<file path="src/sv/ppr_pkg.sv">
// ----------------------------------------------------------------------------
// ppr_pkg: shared types and helpers for the pixel to premultiplied RGBA unit
// Register indexes, channel payload structs, byte pick and 8x8 alpha scale.
// ----------------------------------------------------------------------------
package ppr_pkg;

    localparam logic [15:0] ROUND_BIAS = 16'd128;
    localparam logic [7:0]  ALPHA_FULL = 8'hFF;
    localparam logic [7:0]  ALPHA_NONE = 8'h00;

    localparam logic [2:0]  PIX_SIZE_RGBA = 3'd4;
    localparam logic [2:0]  PIX_SIZE_RGB  = 3'd3;

    // configuration register indexes
    typedef enum logic [2:0] {
        CFG_PIXEL_SIZE   = 3'd0,
        CFG_RED_OFFSET   = 3'd1,
        CFG_GREEN_OFFSET = 3'd2,
        CFG_BLUE_OFFSET  = 3'd3,
        CFG_ALPHA_OFFSET = 3'd4,
        CFG_PREMULTIPLY  = 3'd5
    } t_cfg_idx;

    typedef struct packed {
        logic [2:0] pixel_size;
        logic [1:0] red_offset;
        logic [1:0] green_offset;
        logic [1:0] blue_offset;
        logic [1:0] alpha_offset;
        logic       premultiply;
    } t_cfg;

    typedef struct packed {
        t_cfg_idx   reg_index;
        logic [2:0] wr_data;
    } t_cfg_wr;

    typedef struct packed {
        logic [31:0] pixel_bytes;
        logic        first_of_picture;
        logic        last_of_picture;
    } t_pix_in;

    typedef struct packed {
        logic [7:0] red;
        logic [7:0] green;
        logic [7:0] blue;
        logic [7:0] alpha;
        logic       any_clear;
        logic       any_partial;
        logic       colours_premultiplied;
        logic       end_of_picture;
    } t_rgba_out;

    // per-pixel classification handed from the converter to the flag logic
    typedef struct packed {
        logic is_clear;
        logic is_partial;
        logic is_premult;
    } t_pix_class;

    function automatic logic [7:0] pick_byte(input logic [31:0] word, input logic [1:0] pos);
        logic [7:0] b;
        case (pos)
            2'd0:    b = word[7:0];
            2'd1:    b = word[15:8];
            2'd2:    b = word[23:16];
            default: b = word[31:24];
        endcase
        return b;
    endfunction

    // round(c * a / 255): t = c*a + 128, result = (t + (t >> 8)) >> 8
    function automatic logic [7:0] scale8(input logic [7:0] a, input logic [7:0] c);
        logic [15:0] t;
        logic [16:0] s;
        t = (16'(a) * 16'(c)) + ROUND_BIAS;
        s = {1'b0, t} + 17'(t[15:8]);
        return s[15:8];
    endfunction

endpackage

</file>
<file path="src/sv/ppr_convert.sv">
// ----------------------------------------------------------------------------
// ppr_convert: pixel byte select and alpha premultiply
// Picks colour and alpha bytes by offset and scales partial rgba pixels when premultiply is on.
// ----------------------------------------------------------------------------
module ppr_convert (
    input  ppr_pkg::t_cfg       i_cfg,
    input  logic [31:0]         i_pixel_bytes,
    output logic [7:0]          o_red,
    output logic [7:0]          o_green,
    output logic [7:0]          o_blue,
    output logic [7:0]          o_alpha,
    output ppr_pkg::t_pix_class o_class
);
    import ppr_pkg::*;

    logic [7:0] red_raw;
    logic [7:0] green_raw;
    logic [7:0] blue_raw;
    logic [7:0] alpha_raw;
    logic       is_rgba;

    assign red_raw   = pick_byte(i_pixel_bytes, i_cfg.red_offset);
    assign green_raw = pick_byte(i_pixel_bytes, i_cfg.green_offset);
    assign blue_raw  = pick_byte(i_pixel_bytes, i_cfg.blue_offset);
    assign alpha_raw = pick_byte(i_pixel_bytes, i_cfg.alpha_offset);
    assign is_rgba   = (i_cfg.pixel_size == PIX_SIZE_RGBA);

    always_comb begin
        o_class.is_clear   = is_rgba && (alpha_raw == ALPHA_NONE);
        o_class.is_partial = is_rgba && (alpha_raw != ALPHA_NONE)
                             && (alpha_raw != ALPHA_FULL);
        o_class.is_premult = o_class.is_partial && i_cfg.premultiply;
    end

    always_comb begin
        case (i_cfg.pixel_size)
            PIX_SIZE_RGBA: begin
                o_alpha = alpha_raw;
                if (o_class.is_premult) begin
                    o_red   = scale8(alpha_raw, red_raw);
                    o_green = scale8(alpha_raw, green_raw);
                    o_blue  = scale8(alpha_raw, blue_raw);
                end else begin
                    o_red   = red_raw;
                    o_green = green_raw;
                    o_blue  = blue_raw;
                end
            end
            PIX_SIZE_RGB: begin
                o_red   = red_raw;
                o_green = green_raw;
                o_blue  = blue_raw;
                o_alpha = ALPHA_FULL;
            end
            default: begin
                // gray: the red byte fills all three colours
                o_red   = red_raw;
                o_green = red_raw;
                o_blue  = red_raw;
                o_alpha = ALPHA_FULL;
            end
        endcase
    end

endmodule
</file>
<file path="config.mk">
export PLATFORM = sky130hd
export DESIGN_NAME = ppr_convert
export DESIGN_NICKNAME = d
export VERILOG_FILES = /design/src/sv/ppr_pkg.sv /design/src/sv/ppr_convert.sv
export SDC_FILE = /design/constraint.sdc
export NUM_CORES = 1
export LEC_CHECK = 0
export BUFFER_PORTS_ARGS = -buffer_cell sky130_fd_sc_hd__buf_2
export CORE_UTILIZATION = 55
export DETAILED_ROUTE_END_ITERATION = 8
export PLACE_DENSITY = 0.83
export SYNTH_ARGS = -nofsm -noshare
export SYNTH_HDL_FRONTEND = slang
export SYNTH_SLANG_ARGS = --single-unit
</file>
<file path="constraint.sdc">
create_clock -name vclk -period 9.6
set_input_delay 0.96 -clock vclk [all_inputs]
set_output_delay 0.96 -clock vclk [all_outputs]
set_load 0.01 [all_outputs]
</file>
# Yosys cells after proc, flatten, opt, wreduce, memory -nomap -nowiden
# Index checks and enable logic that the tools add are counted.
# op_classes
add_sub_neg	6
n_mul	3
n_div	0
order_cmp	0
n_eq_ne	11
shift	0
mux	11
bitwise	0
reduce_logical	10
# op_table
operator	n
one-hot mux 8 bit (3 select lines)	4
adder 16 x 8 -> 16 bit	3
adder 16 x 8 -> 16 bit, second input constant	3
multiplier 8 x 8 -> 16 bit	3
two-way mux 8 bit	5
one-hot mux 8 bit (2 select lines)	2
== test 2 x 1 -> 1 bit, second input constant	4
== test 2 bit, second input constant	4
zero test 2 bit	4
zero test 8 bit	1
inequality test 8 bit, second input constant	1
nonzero test 8 bit	1
logical AND 1 bit	4
== test 3 x 2 -> 1 bit, second input constant	1
== test 3 bit, second input constant	1
# word_totals
register_bits	0
latchBits	0
ram_bits	0
romBits	0
input_bits	44
output_inout_bits	35
n_memories	0

# Depth between registers and ports, before layout
# depth
ltp_word	8
depth_mapped	33
ltp_nobuf	30

# Least setup slack after synthesis
# No wires, ideal clock.
# synth_timing
path_type	input to output
startpoint	input i_cfg[7] (netlist name)
endpoint	output o_red[6]
arrival_ns	7.842
slack_ns	0.798
path_stages	27
n_path_buf	4
cell_sequence	buf_2 > buf_1 > mux4_2 > clkbuf_1 > and2_1 > fa_1 > fa_1 > fa_1 > inv_1 > fa_1 > inv_1 > ha_1 > nand2_1 > o2111ai_1 > a41o_1 > o41ai_1 > xnor2_1 > ha_1 > and4_1 > nand3_1 > or3_1 > a21oi_1 > and3_1 > buf_2 > nand2_1 > xor2_1 > o21ai_0
# synth_between
elab_chain_cells	7
elab_cells_between_ends	9
cone_classes	add/sub (2); mul (1); eq/ne (2); mux (3); reduce/logical (1)
# synth_lines
item	line	source
start: declaration	ppr_convert.sv:6	input ppr_pkg::t_cfg i_cfg,
== test 2 bit (tied with other cells)	ppr_pkg.sv:64	case (pos)
one-hot mux 8 bit (3 select lines) *	ppr_pkg.sv:64	
multiplier 8 x 8 -> 16 bit	ppr_pkg.sv:77	t = (16'(a) * 16'(c)) + ROUND_BIAS;
adder 16 x 8 -> 16 bit	ppr_pkg.sv:77	
adder 16 x 8 -> 16 bit	ppr_pkg.sv:78	s = {1'b0, t} + 17'(t[15:8]);
two-way mux 8 bit	ppr_convert.sv:39	if (o_class.is_premult) begin
two-way mux 8 bit *	ppr_convert.sv:36	case (i_cfg.pixel_size)
end: declaration	ppr_convert.sv:8	output logic [7:0] o_red,
# Mark *: on every way between the ends. The rest lies on a longest branch, timed or not.

# Worst setup path after layout
# layout_timing
startpoint	input i_cfg[5] (netlist name)
endpoint	output o_green[0]
# layout_between
elab_chain_cells	7
elab_cells_between_ends	9
cone_classes	add/sub (2); mul (1); eq/ne (2); mux (3); reduce/logical (1)
# layout_lines
item	line	source
== test 2 bit (tied with other cells)	ppr_pkg.sv:64	
one-hot mux 8 bit (3 select lines) *	ppr_pkg.sv:64	
multiplier 8 x 8 -> 16 bit	ppr_pkg.sv:77	
adder 16 x 8 -> 16 bit	ppr_pkg.sv:77	
adder 16 x 8 -> 16 bit	ppr_pkg.sv:78	
two-way mux 8 bit	ppr_convert.sv:39	
one-hot mux 8 bit (2 select lines) *	ppr_convert.sv:36	
end: declaration	ppr_convert.sv:9	output logic [7:0] o_green,
# Marks and branches as above.

==> flow_metrics.tcl <==
set metrics [dict create \
    holdPathEnd "o_blue[7]" \
    rows 46 \
    cp_top_family "adder cells" \
    path_class "in -> out" \
    io_pins 79 \
    post-place-cells 1398 \
    final_cell_mix "inv_1, ha_1, nor2_1" \
    path_cells "buf_2 -> mux2_2 -> o21ai_0 -> nor2_1 -> fa_1 -> fa_1 -> fa_1 -> inv_1 -> fa_1 -> inv_1 -> ha_1 -> and3_1 -> a211oi_2 -> o21ai_1 -> o41ai_2 -> xnor2_1 -> ha_1 -> nor2_1 -> and3_1 -> nor3_1 -> o21ai_1 -> xnor2_1 -> o221ai_1 -> buf_2" \
    layout_commonest_cell "inv_1" \
    syn_nets 1408 \
    worstPathArrival_ps 8190 \
    slew_viol_final 0 \
    grt_util_all_layers_pct 30.4 \
    mappedNetlistArea_mm2 0.00895 \
    start_util_pct 56.3 \
    slew_headroom_pct 47.6 \
    n_fill_cell 1420 \
    slowest_delay_ps 620 \
    hold_class "in -> out" \
    n_antenna_cell 0 \
    die_w_um 130 \
    hold_violations 0 \
    first_pass_iters 6 \
    cp.buffers_inverters 4 \
    coreArea_mm2 0.0159 \
    fin_cells 1398 \
    grtUsageMet1_pct 40.7 \
    dr.first_iter.drc_count 813 \
    synth_area_per_cell_um2 7.97 \
    min_path_cells 4 \
    drc_errors 0 \
    antenna_found_initial 0 \
    critical_path.max_fanout 13 \
    synthMuxAreaShare_pct 10.2 \
    vias 8385 \
    drv_cap 0 \
    synth_xor_area_share_pct 5.38 \
    synth_top_family_by_area "adder cells" \
    worst_slew_pin_slew_ps 777 \
    use_met3_pct 5.08 \
    grt_overflow 0 \
    syn_inst 1123 \
    tns_ps 0 \
    cp_common_cell "fa_1" \
    die-area_mm2 0.0168 \
    cts_hold_buf 0 \
    yosysSeqAreaShare_pct 0 \
    grt_pass1_vias 8036 \
    synthToLayoutAreaGrowth_pct 7.34 \
    busiest_layer "met2" \
    ys_types 72 \
    outcome "complete, no violations" \
    seq_cells 0 \
    synth_fa_ha_area_share_pct 43.4 \
    clockBufferCount 0 \
    grtUsageMet2_pct 50.0 \
    post_cts_resized 0 \
    post-dp-hpwl_mm 20.3 \
    synthSimpleGateAreaFrac_pct 18.2 \
    finalSetupViolCount 0 \
    cts_setup_buffers 0 \
    cpMaxStageDelayCell "o21ai_0" \
    synth_compound_area_share_pct 13.5 \
    ys_warn_count 0 \
    dieHeight_um 130 \
    regArea_um2 0 \
    crit_path_end_kind "output pin" \
    wl_per_cell_um 17.8 \
    period_share_pct 95.3 \
    buffer_ports.inserted 79 \
    gp_congestion 0.923 \
    nets 1469 \
    fmax_mhz 109 \
    rsz0062_at_grt "no" \
    start_kind "input pin" \
    vias_per_cell 6.00 \
    hp-start "i_cfg[10]" \
    drive_gt1_share_pct 14.0 \
    worstPathRequired_ps 8640 \
    antenna_left 0 \
    grt_pass1_wl_mm 39.9 \
    min_period_ps 9150 \
    routed_wl_mm 24.9 \
    grt_max_degree 34 \
]
==> worst min-delay path: cells and delay by family <==
| family | cells | cell delay [ps] |
|---|---|---|
| compound gates | 2 | 210 |
| buf+inv | 2 | 300 |
==> how the worst max path moves through the flow <==
stage                        start          to  slack (ps)  cells after the start
after floorplan           i_cfg[7]    o_red[6]         800                     27
after global placement    i_cfg[7]    o_red[7]         700                     29
after detailed placement  i_cfg[7]    o_red[7]         420                     29
after CTS                 i_cfg[7]    o_red[7]         370                     29
after global routing      i_cfg[7]    o_red[6]          20                     29
final                     i_cfg[5]  o_green[0]         450                     24
==> cells by family (layout without fill, tap and decap cells) <==
kind of cell,after synthesis,count (layout)
AND/OR/NAND/NOR,359,359
adder cells (fa/ha/maj),244,244
buffers and inverters,218,277
AO/OA/AOI/OAI,174,174
multiplexers,77,77
XOR/XNOR,51,51
==> layer usage <==
| metal | share of wire [%] | vias up |
|---|---|---|
| met2 | 45 | 467 |
| met1 | 40 | 3994 |
| li1 | - | 3843 |
| met3 | 11 | 81 |
| met4 | 4.1 | 0 |
| met5 | 0 | - |
==> cell type report <==
cell class | count | area, um^2 | share of cell area [%]
multi-input combinational | 905 | 8110 | 84.5
tap | 216 | 270 | 2.81
inverter | 177 | 664 | 6.92
timing repair buffer | 100 | 556 | 5.78
==> per-stage QoR <==
stage / hold slack, ps / setup slack, ps / area (um^2) / utilization [%]
final: 2430 / 448 / 9600 / 60.5
after global routing: 2450 / 18.3 / 9600 / 60.5
after CTS: 2420 / 374 / 9590 / 60.4
after detailed placement: 2420 / 418 / 9590 / 60.4
after global placement: 2420 / 701 / 9590 / 60.4
after floorplan: 2150 / 798 / 8950 / -
==> cell usage after synthesis (all sizes together) (4+ instances only) <==
cell,number,area (um^2)
o211ai,9,72.6
or2,6,37.5
a211oi,9,77.6
o21ai,59,307
o31ai,4,35.0
fa,111,2220
xor2,18,158
nand2,122,458
buf,13,71.3
o21a,17,128
nand2b,6,37.5
mux4,8,180
mux2,27,308
nand4,6,37.5
and3,12,75.1
nand3,14,70.1
xnor2,31,279
a21o,9,67.6
mux2i,42,420
a21oi,33,176
nor2,127,487
ha,130,1630
nor3,8,40.0
clkbuf,28,105
inv,177,664
and2,42,263
Power is left out: the tool's default activity adds up to more than one toggle a clock period on the data nets, which glitch-free logic cannot reach.
